$ cat config.mk
export PLATFORM = sky130hd
export DESIGN_NAME = http_request_head_scanner_unit_flat
export DESIGN_NICKNAME = d
export VERILOG_FILES = /design/src/sv/hrhs_pkg.sv /design/src/sv/hrhs_if.sv /design/src/sv/hrhs_front.sv /design/src/sv/hrhs_queue.sv /design/src/sv/hrhs_back.sv /design/src/sv/http_request_head_scanner_unit.sv /design/src/flat_wrapper.sv
export SDC_FILE = /design/constraint.sdc
export NUM_CORES = 1
export LEC_CHECK = 0
export ABC_AREA = 1
export BUFFER_PORTS_ARGS = -buffer_cell sky130_fd_sc_hd__buf_2
export CORE_AREA = 2 2 162 164
export CTS_CLUSTER_DIAMETER = 40
export DETAILED_ROUTE_END_ITERATION = 10
export DIE_AREA = 0 0 164 166
export GPL_ROUTABILITY_DRIVEN = 0
export PLACE_DENSITY = 0.65
export SYNTH_ARGS = -nofsm -noshare
export SYNTH_HDL_FRONTEND = slang
export SYNTH_SLANG_ARGS = --single-unit
$ cat constraint.sdc
create_clock -name clk -period 4.8 [get_ports clk]
set_input_delay 0.24 -clock clk [delete_from_list [all_inputs] [get_ports clk]]
set_output_delay 0.24 -clock clk [all_outputs]
set_load 0.1 [all_outputs]
$ cat src/sv/hrhs_pkg.sv
// Shared types, codes and constants of the HTTP request head scanner.
// No dependencies; every other file of the block but hrhs_if.sv refers to this package.
`timescale 1ns / 1ps

package hrhs_pkg;

  localparam int COUNT_BITS_DEF = 16;
  localparam int NUM_WORDS      = 7;
  localparam int QUEUE_DEPTH    = 2;
  localparam int CFG_IDX_W      = 2;
  localparam int CFG_DATA_W     = 16;

  localparam logic [15:0] MAX_HEAD_RST  = 16'd4096;
  localparam logic [7:0]  MIN_HEAD_RST  = 8'd8;
  localparam logic [7:0]  MIN_MOUNT_RST = 8'd5;
  localparam logic [7:0]  MAX_MOUNT_RST = 8'd127;

  localparam logic [7:0] MOUNT_SAT = 8'hFF;

  typedef enum logic [CFG_IDX_W-1:0] {
    REG_MAX_HEAD  = 2'd0,
    REG_MIN_HEAD  = 2'd1,
    REG_MIN_MOUNT = 2'd2,
    REG_MAX_MOUNT = 2'd3
  } cfg_reg_t;

  typedef enum logic [2:0] {
    ST_OK        = 3'd0,
    ST_SHORT     = 3'd1,
    ST_UNKNOWN   = 3'd2,
    ST_BAD_MOUNT = 3'd3,
    ST_OVERFLOW  = 3'd4
  } status_t;

  typedef enum logic [2:0] {
    METH_NONE    = 3'd0,
    METH_GET     = 3'd1,
    METH_PUT     = 3'd2,
    METH_HEAD    = 3'd3,
    METH_SOURCE  = 3'd4,
    METH_POST    = 3'd5,
    METH_PATCH   = 3'd6,
    METH_OPTIONS = 3'd7
  } method_t;

  typedef enum logic {
    EVT_END      = 1'b0,
    EVT_OVERFLOW = 1'b1
  } evt_kind_t;

  // Method words, space padded to eight characters; bytes past a word's
  // length are never compared.
  localparam logic [63:0] WORD_TEXT [NUM_WORDS] = '{
    "GET     ", "PUT     ", "HEAD    ", "SOURCE  ",
    "POST    ", "PATCH   ", "OPTIONS "
  };
  localparam logic [3:0] WORD_LEN [NUM_WORDS] = '{
    4'd4, 4'd4, 4'd5, 4'd7, 4'd5, 4'd6, 4'd8
  };
  // candidate bits of the two words followed by a mount path
  localparam int WORD_PUT    = 1;
  localparam int WORD_SOURCE = 3;

  typedef struct packed {
    logic [15:0] max_head_bytes;
    logic [7:0]  min_head_length;
    logic [7:0]  min_mount_length;
    logic [7:0]  max_mount_length;
  } hrhs_cfg_t;

  // One classified end-of-scan beat, front to back.
  typedef struct packed {
    evt_kind_t            kind;
    logic                 too_short;
    logic [NUM_WORDS-1:0] word_hit;   // candidate still matching and complete
    logic [15:0]          head_length;
    logic [7:0]           mount_length;
  } hrhs_evt_t;

  function automatic logic [7:0] word_char(input int k, input logic [2:0] pos);
    logic [63:0] w;
    w = WORD_TEXT[k];
    return w[63 - 8*pos -: 8];
  endfunction

endpackage

$ cat src/sv/hrhs_if.sv
// Valid/ready channel interfaces of the head scanner: byte input, result
// output and configuration write. Depends on nothing.
`timescale 1ns / 1ps

interface hrhs_in_if;
  logic       valid;
  logic       ready;
  logic [7:0] byte_value;
  logic       new_request;
  modport source (output valid, byte_value, new_request, input ready);
  modport sink   (input valid, byte_value, new_request, output ready);
endinterface

interface hrhs_out_if;
  logic        valid;
  logic        ready;
  logic [2:0]  status;
  logic [2:0]  method;
  logic [15:0] head_length;
  logic [7:0]  mount_length;
  modport source (output valid, status, method, head_length, mount_length, input ready);
  modport sink   (input valid, status, method, head_length, mount_length, output ready);
endinterface

interface hrhs_cfg_if;
  logic        valid;
  logic        ready;
  logic [1:0]  index;
  logic [15:0] data;
  modport source (output valid, index, data, input ready);
  modport sink   (input valid, index, data, output ready);
endinterface

$ cat src/sv/hrhs_front.sv
// Front end of the head scanner: takes one byte a beat, tracks method
// match, mount path and CR/LF runs, and pushes an event at end or overflow.
// Depends on hrhs_pkg and hrhs_if.
`timescale 1ns / 1ps

module hrhs_front #(
  parameter int COUNT_BITS = hrhs_pkg::COUNT_BITS_DEF
) (
  input  logic                clk,
  input  logic                rst_n,
  hrhs_in_if.sink             in_ch,
  input  hrhs_pkg::hrhs_cfg_t cfg,
  input  logic                q_full,
  output logic                q_push,
  output hrhs_pkg::hrhs_evt_t q_data
);

  localparam int NW   = hrhs_pkg::NUM_WORDS;
  localparam int CMPW = (COUNT_BITS + 1 > 16) ? COUNT_BITS + 1 : 16;

  localparam logic [7:0] CH_LF  = 8'h0A;
  localparam logic [7:0] CH_CR  = 8'h0D;
  localparam logic [7:0] CH_SP  = 8'h20;
  localparam logic [7:0] CH_AMP = 8'h26;
  localparam logic [7:0] CH_QM  = 8'h3F;
  localparam logic [7:0] CH_NUL = 8'h00;

  logic [COUNT_BITS-1:0] cnt_r,  cnt_nxt;
  logic [NW-1:0]         cand_r, cand_nxt;
  logic [COUNT_BITS-1:0] last_r, last_nxt;
  logic [1:0]            run_r,  run_nxt;
  logic [7:0]            mc_r,   mc_nxt;
  logic                  open_r, open_nxt;
  logic                  fin_r,  fin_nxt;

  logic                  accept;
  logic [7:0]            b;
  logic [COUNT_BITS-1:0] cnt_e, last_e;
  logic [NW-1:0]         cand_e;
  logic [1:0]            run_e;
  logic [7:0]            mc_e;
  logic                  open_e, fin_e;
  logic                  is_stop, is_eol;
  logic [CMPW-1:0]       next_idx;
  logic                  evt_valid;
  hrhs_pkg::hrhs_evt_t   evt;

  assign in_ch.ready = !q_full;
  assign accept      = in_ch.valid && in_ch.ready;
  assign b           = in_ch.byte_value;

  always_comb begin
    // new_request clears the scan before this byte is looked at
    if (in_ch.new_request) begin
      cnt_e  = '0;
      cand_e = '1;
      last_e = '1;
      run_e  = '0;
      mc_e   = '0;
      open_e = 1'b0;
      fin_e  = 1'b0;
    end else begin
      cnt_e  = cnt_r;
      cand_e = cand_r;
      last_e = last_r;
      run_e  = run_r;
      mc_e   = mc_r;
      open_e = open_r;
      fin_e  = fin_r;
    end

    cnt_nxt  = cnt_e;
    cand_nxt = cand_e;
    last_nxt = last_e;
    run_nxt  = run_e;
    mc_nxt   = mc_e;
    open_nxt = open_e;
    fin_nxt  = fin_e;

    is_stop = (b == CH_SP) || (b == CH_AMP) || (b == CH_QM) ||
              (b == CH_LF) || (b == CH_CR) || (b == CH_NUL);
    is_eol  = (b == CH_LF) || (b == CH_CR);
    next_idx = CMPW'(cnt_e) + CMPW'(1);

    evt_valid         = 1'b0;
    evt.kind          = hrhs_pkg::EVT_END;
    evt.too_short     = 1'b0;
    evt.word_hit      = '0;
    evt.head_length   = 16'(cnt_e);
    evt.mount_length  = '0;

    if (!fin_e) begin
      if (open_e) begin
        if (is_stop) begin
          open_nxt = 1'b0;
        end else if (mc_e != hrhs_pkg::MOUNT_SAT) begin
          mc_nxt = mc_e + 8'd1;
        end
      end

      for (int k = 0; k < NW; k++) begin
        if (cnt_e < COUNT_BITS'(hrhs_pkg::WORD_LEN[k]) &&
            hrhs_pkg::word_char(k, cnt_e[2:0]) != b) begin
          cand_nxt[k] = 1'b0;
        end
      end
      // the mount path starts right after "PUT " or "SOURCE "
      if (cnt_e == COUNT_BITS'(3) && cand_nxt[hrhs_pkg::WORD_PUT]) begin
        open_nxt = 1'b1;
      end
      if (cnt_e == COUNT_BITS'(6) && cand_nxt[hrhs_pkg::WORD_SOURCE]) begin
        open_nxt = 1'b1;
      end

      if (is_eol) begin
        run_nxt = (last_e != cnt_e - COUNT_BITS'(1)) ? 2'd0 : run_e;
        last_nxt = cnt_e;
        if (b == CH_LF) begin
          run_nxt = run_nxt + 2'd1;
        end
      end

      if (is_eol && run_nxt == 2'd2) begin
        fin_nxt          = 1'b1;
        evt_valid        = 1'b1;
        evt.too_short    = cnt_e < COUNT_BITS'(cfg.min_head_length);
        evt.mount_length = mc_nxt;
        for (int k = 0; k < NW; k++) begin
          evt.word_hit[k] = cand_nxt[k] &&
                            (COUNT_BITS'(hrhs_pkg::WORD_LEN[k]) <= cnt_e);
        end
      end else if (next_idx >= CMPW'(cfg.max_head_bytes) || cnt_e == '1) begin
        fin_nxt         = 1'b1;
        evt_valid       = 1'b1;
        evt.kind        = hrhs_pkg::EVT_OVERFLOW;
        evt.head_length = '0;
      end else begin
        cnt_nxt = cnt_e + COUNT_BITS'(1);
      end
    end
  end

  assign q_push = accept && evt_valid;
  assign q_data = evt;

  always_ff @(posedge clk) begin
    if (!rst_n) begin
      cnt_r  <= '0;
      cand_r <= '1;
      last_r <= '1;
      run_r  <= '0;
      mc_r   <= '0;
      open_r <= 1'b0;
      fin_r  <= 1'b0;
    end else if (accept) begin
      cnt_r  <= cnt_nxt;
      cand_r <= cand_nxt;
      last_r <= last_nxt;
      run_r  <= run_nxt;
      mc_r   <= mc_nxt;
      open_r <= open_nxt;
      fin_r  <= fin_nxt;
    end
  end

endmodule

$ cat src/sv/hrhs_queue.sv
// Short event queue between scanner front and result back end.
// Depends on hrhs_pkg.
`timescale 1ns / 1ps

module hrhs_queue (
  input  logic                clk,
  input  logic                rst_n,
  input  logic                push,
  input  hrhs_pkg::hrhs_evt_t push_data,
  input  logic                pop,
  output hrhs_pkg::hrhs_evt_t head,
  output logic                full,
  output logic                empty
);

  localparam int DEPTH = hrhs_pkg::QUEUE_DEPTH;
  localparam int PW    = (DEPTH > 1) ? $clog2(DEPTH) : 1;

  hrhs_pkg::hrhs_evt_t mem_r [DEPTH];
  logic [PW-1:0] wr_ptr_r, wr_ptr_nxt;
  logic [PW-1:0] rd_ptr_r, rd_ptr_nxt;
  logic [PW:0]   fill_r,   fill_nxt;

  assign full  = (fill_r == (PW+1)'(DEPTH));
  assign empty = (fill_r == '0);
  assign head  = mem_r[rd_ptr_r];

  always_comb begin
    wr_ptr_nxt = wr_ptr_r;
    rd_ptr_nxt = rd_ptr_r;
    fill_nxt   = fill_r;
    if (push) begin
      wr_ptr_nxt = (wr_ptr_r == PW'(DEPTH - 1)) ? '0 : wr_ptr_r + PW'(1);
    end
    if (pop) begin
      rd_ptr_nxt = (rd_ptr_r == PW'(DEPTH - 1)) ? '0 : rd_ptr_r + PW'(1);
    end
    if (push && !pop) begin
      fill_nxt = fill_r + (PW+1)'(1);
    end else if (pop && !push) begin
      fill_nxt = fill_r - (PW+1)'(1);
    end
  end

  always_ff @(posedge clk) begin
    if (push) begin
      mem_r[wr_ptr_r] <= push_data;
    end
  end

  always_ff @(posedge clk) begin
    if (!rst_n) begin
      wr_ptr_r <= '0;
      rd_ptr_r <= '0;
      fill_r   <= '0;
    end else begin
      wr_ptr_r <= wr_ptr_nxt;
      rd_ptr_r <= rd_ptr_nxt;
      fill_r   <= fill_nxt;
    end
  end

endmodule

$ cat src/sv/hrhs_back.sv
// Back end of the head scanner: turns a queued event into the status,
// method and lengths of one result and holds it in the output register.
// Depends on hrhs_pkg and hrhs_if.
`timescale 1ns / 1ps

module hrhs_back (
  input  logic                clk,
  input  logic                rst_n,
  input  hrhs_pkg::hrhs_cfg_t cfg,
  input  logic                q_empty,
  input  hrhs_pkg::hrhs_evt_t q_head,
  output logic                q_pop,
  hrhs_out_if.source          out_ch
);

  logic                    vld_r;
  hrhs_pkg::status_t       status_r, status_nxt;
  hrhs_pkg::method_t       method_r, method_nxt;
  logic [15:0]             hlen_r,   hlen_nxt;
  logic [7:0]              mlen_r,   mlen_nxt;
  hrhs_pkg::method_t       hit;
  logic                    mount_bad;

  assign q_pop = !q_empty && (!vld_r || out_ch.ready);

  always_comb begin
    // lowest numbered word wins
    hit = hrhs_pkg::METH_NONE;
    for (int k = hrhs_pkg::NUM_WORDS - 1; k >= 0; k--) begin
      if (q_head.word_hit[k]) begin
        hit = hrhs_pkg::method_t'(3'(k + 1));
      end
    end

    mount_bad = (q_head.mount_length < cfg.min_mount_length) ||
                (q_head.mount_length > cfg.max_mount_length) ||
                (q_head.mount_length == hrhs_pkg::MOUNT_SAT);

    status_nxt = hrhs_pkg::ST_OK;
    method_nxt = hrhs_pkg::METH_NONE;
    hlen_nxt   = q_head.head_length;
    mlen_nxt   = '0;

    if (q_head.kind == hrhs_pkg::EVT_OVERFLOW) begin
      status_nxt = hrhs_pkg::ST_OVERFLOW;
      hlen_nxt   = '0;
    end else if (q_head.too_short) begin
      status_nxt = hrhs_pkg::ST_SHORT;
    end else if (hit == hrhs_pkg::METH_NONE) begin
      status_nxt = hrhs_pkg::ST_UNKNOWN;
    end else begin
      method_nxt = hit;
      if (hit == hrhs_pkg::METH_PUT || hit == hrhs_pkg::METH_SOURCE) begin
        mlen_nxt = q_head.mount_length;
        if (mount_bad) begin
          status_nxt = hrhs_pkg::ST_BAD_MOUNT;
        end
      end
    end
  end

  always_ff @(posedge clk) begin
    if (!rst_n) begin
      vld_r <= 1'b0;
    end else if (q_pop) begin
      vld_r <= 1'b1;
    end else if (out_ch.ready) begin
      vld_r <= 1'b0;
    end
  end

  always_ff @(posedge clk) begin
    if (q_pop) begin
      status_r <= status_nxt;
      method_r <= method_nxt;
      hlen_r   <= hlen_nxt;
      mlen_r   <= mlen_nxt;
    end
  end

  assign out_ch.valid        = vld_r;
  assign out_ch.status       = status_r;
  assign out_ch.method       = method_r;
  assign out_ch.head_length  = hlen_r;
  assign out_ch.mount_length = mlen_r;

endmodule

$ cat src/sv/http_request_head_scanner_unit.sv
// HTTP request head scanner, top level: configuration registers, front end,
// event queue and back end. Depends on hrhs_pkg, hrhs_if and the hrhs_* modules.
// Takes one byte per cycle while the two-entry event queue has room; a result
// is queued with the byte ending the scan, then loaded into the output register.
// Reset (rst_n, synchronous, active low) loads the register defaults and
// clears scan state, queue and output valid.
`timescale 1ns / 1ps

module http_request_head_scanner_unit #(
  parameter int COUNT_BITS = hrhs_pkg::COUNT_BITS_DEF
) (
  input  logic        clk,
  input  logic        rst_n,
  hrhs_in_if.sink     in_ch,
  hrhs_out_if.source  out_ch,
  hrhs_cfg_if.sink    cfg_ch
);

  hrhs_pkg::hrhs_cfg_t cfg_r, cfg_nxt;
  logic                q_push, q_pop, q_full, q_empty;
  hrhs_pkg::hrhs_evt_t q_wdata, q_head;

  assign cfg_ch.ready = 1'b1;

  always_comb begin
    cfg_nxt = cfg_r;
    if (cfg_ch.valid) begin
      case (hrhs_pkg::cfg_reg_t'(cfg_ch.index))
        hrhs_pkg::REG_MAX_HEAD:  cfg_nxt.max_head_bytes   = cfg_ch.data;
        hrhs_pkg::REG_MIN_HEAD:  cfg_nxt.min_head_length  = cfg_ch.data[7:0];
        hrhs_pkg::REG_MIN_MOUNT: cfg_nxt.min_mount_length = cfg_ch.data[7:0];
        hrhs_pkg::REG_MAX_MOUNT: cfg_nxt.max_mount_length = cfg_ch.data[7:0];
        default:                 cfg_nxt = cfg_r;
      endcase
    end
  end

  always_ff @(posedge clk) begin
    if (!rst_n) begin
      cfg_r.max_head_bytes   <= hrhs_pkg::MAX_HEAD_RST;
      cfg_r.min_head_length  <= hrhs_pkg::MIN_HEAD_RST;
      cfg_r.min_mount_length <= hrhs_pkg::MIN_MOUNT_RST;
      cfg_r.max_mount_length <= hrhs_pkg::MAX_MOUNT_RST;
    end else begin
      cfg_r <= cfg_nxt;
    end
  end

  hrhs_front #(
    .COUNT_BITS (COUNT_BITS)
  ) u_front (
    .clk    (clk),
    .rst_n  (rst_n),
    .in_ch  (in_ch),
    .cfg    (cfg_r),
    .q_full (q_full),
    .q_push (q_push),
    .q_data (q_wdata)
  );

  hrhs_queue u_queue (
    .clk       (clk),
    .rst_n     (rst_n),
    .push      (q_push),
    .push_data (q_wdata),
    .pop       (q_pop),
    .head      (q_head),
    .full      (q_full),
    .empty     (q_empty)
  );

  hrhs_back u_back (
    .clk     (clk),
    .rst_n   (rst_n),
    .cfg     (cfg_r),
    .q_empty (q_empty),
    .q_head  (q_head),
    .q_pop   (q_pop),
    .out_ch  (out_ch)
  );

endmodule

$ cat src/flat_wrapper.sv
// flat-port wrapper written by rule: the top's interface ports become plain ports
module http_request_head_scanner_unit_flat 
#(
  parameter int COUNT_BITS = hrhs_pkg::COUNT_BITS_DEF
)
  (clk, rst_n, in_ch_valid, in_ch_byte_value, in_ch_new_request, in_ch_ready, out_ch_valid, out_ch_status, out_ch_method, out_ch_head_length, out_ch_mount_length, out_ch_ready, cfg_ch_valid, cfg_ch_index, cfg_ch_data, cfg_ch_ready);
  hrhs_in_if in_ch_i ();
  hrhs_out_if out_ch_i ();
  hrhs_cfg_if cfg_ch_i ();
  input  logic clk;
  input  logic rst_n;
  input wire logic [$bits(in_ch_i.valid)-1:0] in_ch_valid;
  input wire logic [$bits(in_ch_i.byte_value)-1:0] in_ch_byte_value;
  input wire logic [$bits(in_ch_i.new_request)-1:0] in_ch_new_request;
  output wire logic [$bits(in_ch_i.ready)-1:0] in_ch_ready;
  output wire logic [$bits(out_ch_i.valid)-1:0] out_ch_valid;
  output wire logic [$bits(out_ch_i.status)-1:0] out_ch_status;
  output wire logic [$bits(out_ch_i.method)-1:0] out_ch_method;
  output wire logic [$bits(out_ch_i.head_length)-1:0] out_ch_head_length;
  output wire logic [$bits(out_ch_i.mount_length)-1:0] out_ch_mount_length;
  input wire logic [$bits(out_ch_i.ready)-1:0] out_ch_ready;
  input wire logic [$bits(cfg_ch_i.valid)-1:0] cfg_ch_valid;
  input wire logic [$bits(cfg_ch_i.index)-1:0] cfg_ch_index;
  input wire logic [$bits(cfg_ch_i.data)-1:0] cfg_ch_data;
  output wire logic [$bits(cfg_ch_i.ready)-1:0] cfg_ch_ready;
  assign in_ch_i.valid = in_ch_valid;
  assign in_ch_i.byte_value = in_ch_byte_value;
  assign in_ch_i.new_request = in_ch_new_request;
  assign in_ch_ready = in_ch_i.ready;
  assign out_ch_valid = out_ch_i.valid;
  assign out_ch_status = out_ch_i.status;
  assign out_ch_method = out_ch_i.method;
  assign out_ch_head_length = out_ch_i.head_length;
  assign out_ch_mount_length = out_ch_i.mount_length;
  assign out_ch_i.ready = out_ch_ready;
  assign cfg_ch_i.valid = cfg_ch_valid;
  assign cfg_ch_i.index = cfg_ch_index;
  assign cfg_ch_i.data = cfg_ch_data;
  assign cfg_ch_ready = cfg_ch_i.ready;
  http_request_head_scanner_unit #(.COUNT_BITS(COUNT_BITS)) u_core (.clk(clk), .rst_n(rst_n), .in_ch(in_ch_i), .out_ch(out_ch_i), .cfg_ch(cfg_ch_i));
endmodule
-- Word level (Yosys, flattened, before mapping)
Memories as Yosys holds them, arrays and structs flattened. A register that Yosys moved wholly into a read port is not among the register bits.
Cells that the tools add are included.
- memories: 1
- bits of input ports: 32
- output and inout bits: 33
- bits in writable memories: 66
- logic and storage cells: 201
- register bits after elaboration: 126
- memories (memory ; depth ; width ; read ports ; clocked after memory_dff ; wr ports ; RTL line ; source):
    u_core.u_queue.mem_r ; 2 ; 33 ; 1 ; 1 ; 1 ; hrhs_queue.sv:19 ; hrhs_pkg::hrhs_evt_t mem_r [DEPTH];
- add/sub/neg operators: 10
- shift-type cells: 7
- bitwise operators: 1
- reduce and logical (&&, ||, !) cells: 51
- order comparisons: 14
- equality and inequality tests: 25
- mux-type cells: 72
- operators by type and width (operator ; count):
    $shiftx 71x33->8 const A ; 7
    $mux 16 ; 9
    $le 3x16->1 const A ; 4
    $lt 16x3->1 const B ; 4
    $mux 8 ; 7
    $ne 8x8->1 ; 7
    $mux 1 ; 35
    $mux 33 ; 1
    $eq 8x6->1 const B ; 3
    $logic_and 1x1->1 ; 22
    $mux 2 ; 11
    $mux 3 ; 7
    $add 16x1->17 const B ; 1
    $ge 17x16->1 ; 1
    $add 16x1->16 const B ; 1
    $eq 16x16->1 const B ; 1
    $eq 16x2->1 const B ; 1
    $eq 16x3->1 const B ; 1
    $eq 8x4->1 const B ; 2
    $le 4x16->1 const A ; 1
    $lt 16x4->1 const B ; 1
    $lt 16x8->1 ; 1
    $ne 16x16->1 ; 1
    $sub 16x1->16 const B ; 1
    other kinds (25) ; 50

-- Logic depth before layout (Yosys ltp)
- depth after elaboration: 17
- depth in mapped cells: 32
- gate-level depth less buffers: 30

-- Modules after synthesis
Synthesis repeated with hierarchy kept, for this count alone.
- cells, all modules: 1499
- area total of the unflattened synthesis: 11668.7 sq um
- by module, submodules not included (module ; instances ; seq. area each (sq um) ; area each (sq um) ; cells each):
    hrhs_front ; 1 ; 1021.0 ; 5527.8 ; 932
    hrhs_queue ; 1 ; 2082.0 ; 2765.2 ; 138
    hrhs_back ; 1 ; 920.9 ; 1719.1 ; 188
    http_request_head_scanner_unit ; 1 ; 800.8 ; 1656.6 ; 241

-- Worst setup path after synthesis
No wires, ideal clock.
- path type: input-to-reg
- start: input port in_ch_new_request
- end: memory u_core.u_queue.mem_r[0][0] (netlist name) (enable)
- stages on the path: 27
- setup time: 0.423 ns
- arrival time: 4.717 ns
- required time: 4.377 ns
- path buffers: 2
- slack: -0.341 ns
- cells stage by stage: buf_6 > inv_6 > buf_12 > nand2_4 > inv_1 > ha_1 > inv_1 > nor2_1 > and3_1 > nand3_2 > nor2_2 > nand3_1 > inv_1 > nand3_1 > xor2_1 > inv_1 > ha_1 > nand2_1 > nor2_1 > a41oi_1 > o21ai_1 > inv_1 > nand2_2 > inv_2 > nand2_4 > nand2_2 > nor2_1
- longest elaborated chain between the ends: 15
- elaborated cells on any way between the ends: 23
- those cells by class: add/sub: 3; order compare: 1; eq/ne: 3; mux: 13; reduce/logical: 3
- ends and longest elaborated chain (element ; RTL line ; source):
    start, declared ; flat_wrapper.sv:14 ; input wire logic [$bits(in_ch_i.new_request)-1:0] in_ch_new_request;
    $mux 16 ; hrhs_front.sv:54 ; if (in_ch.new_request) begin
    $sub 16x1->16 ; hrhs_front.sv:116 ; run_nxt = (last_e != cnt_e - COUNT_BITS'(1)) ? 2'd0 : run_e;
    $ne 16x16->1 ; hrhs_front.sv:116 ;
    $mux 2 ; hrhs_front.sv:116 ;
    $add 2x1->2 ; hrhs_front.sv:119 ; run_nxt = run_nxt + 2'd1;
    $mux 2 ; hrhs_front.sv:118 ; if (b == CH_LF) begin
    $mux 2 ; hrhs_front.sv:115 ; if (is_eol) begin
    $mux 2 ; hrhs_front.sv:92 ; if (!fin_e) begin
    $eq 2x2->1 ; hrhs_front.sv:123 ; if (is_eol && run_nxt == 2'd2) begin
    $logic_and 1x1->1 ; hrhs_front.sv:123 ;
    $mux 1 ; hrhs_front.sv:123 ;
    $mux 1 (*) ; hrhs_front.sv:92 ;
    $logic_and 1x1->1 (*) ; hrhs_front.sv:143 ; assign q_push = accept && evt_valid;
    $mux 1 (*) ; hrhs_queue.sv:46 ; if (push) begin
    $mux 1 (not written as such) (*) ; hrhs_queue.sv:47 ; mem_r[wr_ptr_r] <= push_data;
    end, declared ; hrhs_queue.sv:19 ;
Mark *: on every way between the ends. The rest lies on a longest branch, timed or not. The select of a mux whose other input is x is not followed.

-- Final worst setup path
- start: register u_core.u_front.cnt_r[2]
- end: register u_core.u_queue.fill_r[1]
- longest elaborated chain between the ends: 16
- elaborated cells on any way between the ends: 23
- those cells by class: add/sub: 3; order compare: 1; eq/ne: 3; mux: 9; reduce/logical: 7
- ends and longest elaborated chain (element ; RTL line ; source):
    start, declared ; hrhs_front.sv:28 ; logic [COUNT_BITS-1:0] cnt_r, cnt_nxt;
    start signal, assigned ; hrhs_front.sv:156 ; cnt_r <= cnt_nxt;
    $mux 16 (*) ; hrhs_front.sv:54 ;
    $sub 16x1->16 ; hrhs_front.sv:116 ;
    $ne 16x16->1 ; hrhs_front.sv:116 ;
    $mux 2 ; hrhs_front.sv:116 ;
    $add 2x1->2 ; hrhs_front.sv:119 ;
    $mux 2 ; hrhs_front.sv:118 ;
    $mux 2 ; hrhs_front.sv:115 ;
    $mux 2 ; hrhs_front.sv:92 ;
    $eq 2x2->1 ; hrhs_front.sv:123 ;
    $logic_and 1x1->1 ; hrhs_front.sv:123 ;
    $mux 1 (*) ; hrhs_front.sv:123 ;
    $mux 1 (*) ; hrhs_front.sv:92 ;
    $logic_and 1x1->1 (*) ; hrhs_front.sv:143 ;
    via u_core.q_push ; http_request_head_scanner_unit.sv:20 ; logic q_push, q_pop, q_full, q_empty;
    $logic_not 1->1 ; hrhs_queue.sv:40 ; end else if (pop && !push) begin
    $logic_and 1x1->1 ; hrhs_queue.sv:40 ;
    $reduce_bool 2->1 (no line) ; - ;
    end signal, assigned ; hrhs_queue.sv:59 ; fill_r <= fill_nxt;
    end, declared ; hrhs_queue.sv:22 ; logic [PW:0] fill_r, fill_nxt;
Mark *: on every way through the listed nets, which the timed path passes. The rest lies on a longest branch. The select of a mux whose other input is x is not followed.
A chain may end at the register's enable or synchronous reset.

==> impl_metrics.py <==
metrics = {
    "status": {
        "status": "completed",
    },
    "finish": {
        "fin_cells": 1815,
        "seq_area_mm2": 0.00482,
        "syn2layout_area_growth_pct": 10.9,
        "nFillCells": 2461,
        "design_area_mm2": 0.0125,
        "drive_gt1_frac": 0.130,
        "nets": 1551,
        "fin_util": 0.487,
        "multiInputGateArea_mm2": 0.00538,
        "num_antenna_cells": 0,
    },
    "placement": {
        "port-buffer-count": 63,
        "placed_cells": 1783,
        "dp_hpwl_um": 21200,
        "dpl-instance-area_mm2": 0.0118,
    },
    "sta": {
        "fmax_mhz": 230,
        "skew_ns": 0.0114,
        "setup_viol": 0,
        "grt_setup_unrepaired": "no",
        "finalCriticalPeriod_ns": 4.34,
        "min_period_over_period": 0.905,
        "tightest_slew_ns": 1.06,
        "slew_headroom": 0.295,
        "hold_viol": 0,
        "maxSlewViolCount": 0,
    },
    "drt": {
        "wl_um": 29400,
        "via_per_inst": 5.33,
        "post_drt_wl_per_cell_um": 16.2,
        "wl_met1_um": 12800,
        "drt_pass1_iterations": 5,
        "met2RoutedLength_um": 13900,
        "remaining_drc_errors": 0,
        "final_antenna_net_count": 0,
        "wl_met3_um": 1940,
        "detail_route.iter0.violations": 883,
        "vias": 9667,
        "top_layer_used": "met4",
    },
    "yosys": {
        "synth_top_area_frac": 0.257,
        "synth.distinct_cells": 54,
        "syn_avg_cell_area_um2": 7.90,
        "ys_ff_latch": 193,
        "synth_edf_count": 96,
        "async_reset_ff_frac": 0,
        "yosysWarnings": 0,
        "yosysTopAreaCell": "edfxtp_1",
        "syn-instance-count": 1422,
        "ys_top_cells_by_area": "edfxtp_1, dfxtp_1, nand2_1",
        "yosys-top-cells-count": "nand2_1, inv_1, a21oi_1",
        "netlist_area_mm2": 0.0112,
        "seq_area_frac_synth": 0.429,
        "synth-main-ff-cell": "dfxtp_1",
        "syn_nets": 1506,
        "yosysMostFrequentCell": "nand2_1",
    },
    "grt": {
        "grt_usage": 0.220,
        "grt_antenna_before_repair": 0,
        "grt_pass1_wl_um": 47200,
        "grt_start_max_net_pins": 64,
        "first_global_vias": 9158,
        "grt-ovfl-total": 0,
    },
    "cts": {
        "numCtsBuffers": 17,
        "postCtsHoldBufs": 0,
        "h-tree-depth": 4,
        "cts_sinks": 193,
        "clk_pin_slew_worst_paths_ns": 0.08,
        "post_cts_resized": 0,
        "cts_buffer_depth": 2,
        "cts_tree": "built",
        "insertion_delay_ns": 0.43,
        "post_cts_buffers": 0,
        "root_buffer": "clkbuf_16",
    },
    "floorplan": {
        "die_x_um": 164,
        "fp.dieH_um": 166,
        "core.rowCount": 59,
        "dieArea_mm2": 0.0272,
        "start_util": 0.439,
        "ioPinCount": 65,
        "core_mm2": 0.0256,
    },
    "worst_hold_path": {
        "hp-start": "cfg_ch_data[12]",
        "holdCritPathClass": "input port to flip-flop",
    },
    "setup_path": {
        "cp_data_arrival_time_ns": 4.66,
        "critPathLaunchType": "flip-flop",
        "slowest_delay_ns": 0.47,
        "worstPathMaxFanout": 9,
        "critPathSlowestCell": "dfxtp_1",
        "crit_start": "u_core.u_front.cnt_r[2]",
        "path_class": "flip-flop to flip-flop",
        "reg2reg_from": "u_core.u_front.cnt_r[2]",
        "crit_family": "simple AND/OR/NAND/NOR gates",
        "cp_num_buf_inv": 6,
        "required_ns": 5.12,
        "cp-end-kind": "flip-flop",
    },
    "pwr": {
        "power.density_mw_per_mm2": 472,
        "vdd_ir_drop_max_v": 0.000482,
        "p_leak_nw": 5.58,
    },
    "job": {
        "maxCapViolations": 0,
    },
}
[cell type report]
class | count | share of cell area
inverter | 210 | 0.0636
clock buffer | 17 | 0.0341
tap | 335 | 0.0336
multi-input combinational | 962 | 0.432
clock inverter | 15 | 0.0124
timing repair buffer | 83 | 0.0373
sequential | 193 | 0.387
[final timing paths]
| kind | end | slack [ns] | cells past startpoint |
|---|---|---|---|
| setup / recovery | u_core.u_queue.fill_r[1] | 0.46 | 28 |
| hold / removal | u_core.cfg_r[36] | 0.03 | 3 |
| setup reg to reg | u_core.u_queue.fill_r[1] | 0.46 | 28 |
| hold reg to reg | u_core.u_front.last_r[1] | 0.46 | 2 |
[state kept, by name, indices dropped and copies added (netlist names), 2 cells and up, named ones only]
signal / cells
u_core.u_queue.fill_r: 2
u_core.u_front.cand_r: 7
u_core.u_queue.mem_r: 66
u_core.u_back.out_ch.mount_length: 8
u_core.cfg_r: 40
u_core.u_front.mc_r: 8
u_core.u_back.out_ch.method: 3
u_core.u_front.last_r: 16
u_core.u_front.cnt_r: 16
u_core.u_back.out_ch.head_length: 16
u_core.u_back.out_ch.status: 3
u_core.u_front.run_r: 2
[worst reg2reg max path: cells and delay by family (launching register included)]
kind                       cells  cell delay [ns]
xor gates and xnor gates       1             0.20
AOI/OAI and AO/OA              6             0.71
and+or+nand+nor               13             1.73
buffers and inverters          6             0.52
adders and majority gates      2             0.60
DFF                            1             0.47
[per-stage QoR]
step | TNS (ns) | setup slack [ns] | power [mW] | hold slack (ns)
detailed placement | 0 | 0.220 | 4.52 | 0.444
global route | 0 | 0.0173 | 6.19 | 0.0417
floorplan | -22.47 | -0.341 | 4.07 | 0.366
finish | 0 | 0.457 | 5.88 | 0.0327
CTS | 0 | 0.281 | 5.91 | 0.0276
global placement | 0 | 0.419 | 4.49 | 0.435
[layer usage]
layer  track usage  vias to the layer above
li1              -                     4819
met1         0.288                     4483
met2         0.363                      313
met3        0.0382                       52
met4        0.0786                        0
met5             0                        -
[cells by family (layout without fill, tap and decap cells)]
group,after synthesis,after routing,synth area share
other,1,1,0.000334
adder cells (fa/ha/maj),52,52,0.0579
buffers and inverters,267,325,0.0964
multiplexers,24,24,0.0233
AND/OR/NAND/NOR,551,551,0.219
AO/OA/AOI/OAI,301,301,0.148
flip-flops,193,193,0.429
XOR/XNOR,33,33,0.0257
[layout by cell type (no fill, tap or decap), types with 7 or more instances in the layout]
cell	count
nand2_1	264
inv_1	199
a21oi_1	126
nor2_1	123
o21ai_0	111
dfxtp_1	97
edfxtp_1	96
nand3_1	65
buf_2	63
ha_1	52
xor2_1	25
nand4_1	25
buf_4	20
nor3_1	18
mux2_2	17
clkbuf_16	17
nand2_2	13
o21ai_1	9
nor2_2	8
o211ai_1	8
nor4_1	8
inv_2	7
mux2i_1	7
[report_power, final]
group	internal [mW]	leakage, nW	switching (mW)	total [mW]
registers	2.00	1.71	0.0825	2.08
clock network	0.697	0.282	0.699	1.40
logic	0.530	3.59	1.87	2.40
No activity file was read; power rests on OpenSTA's default activity.
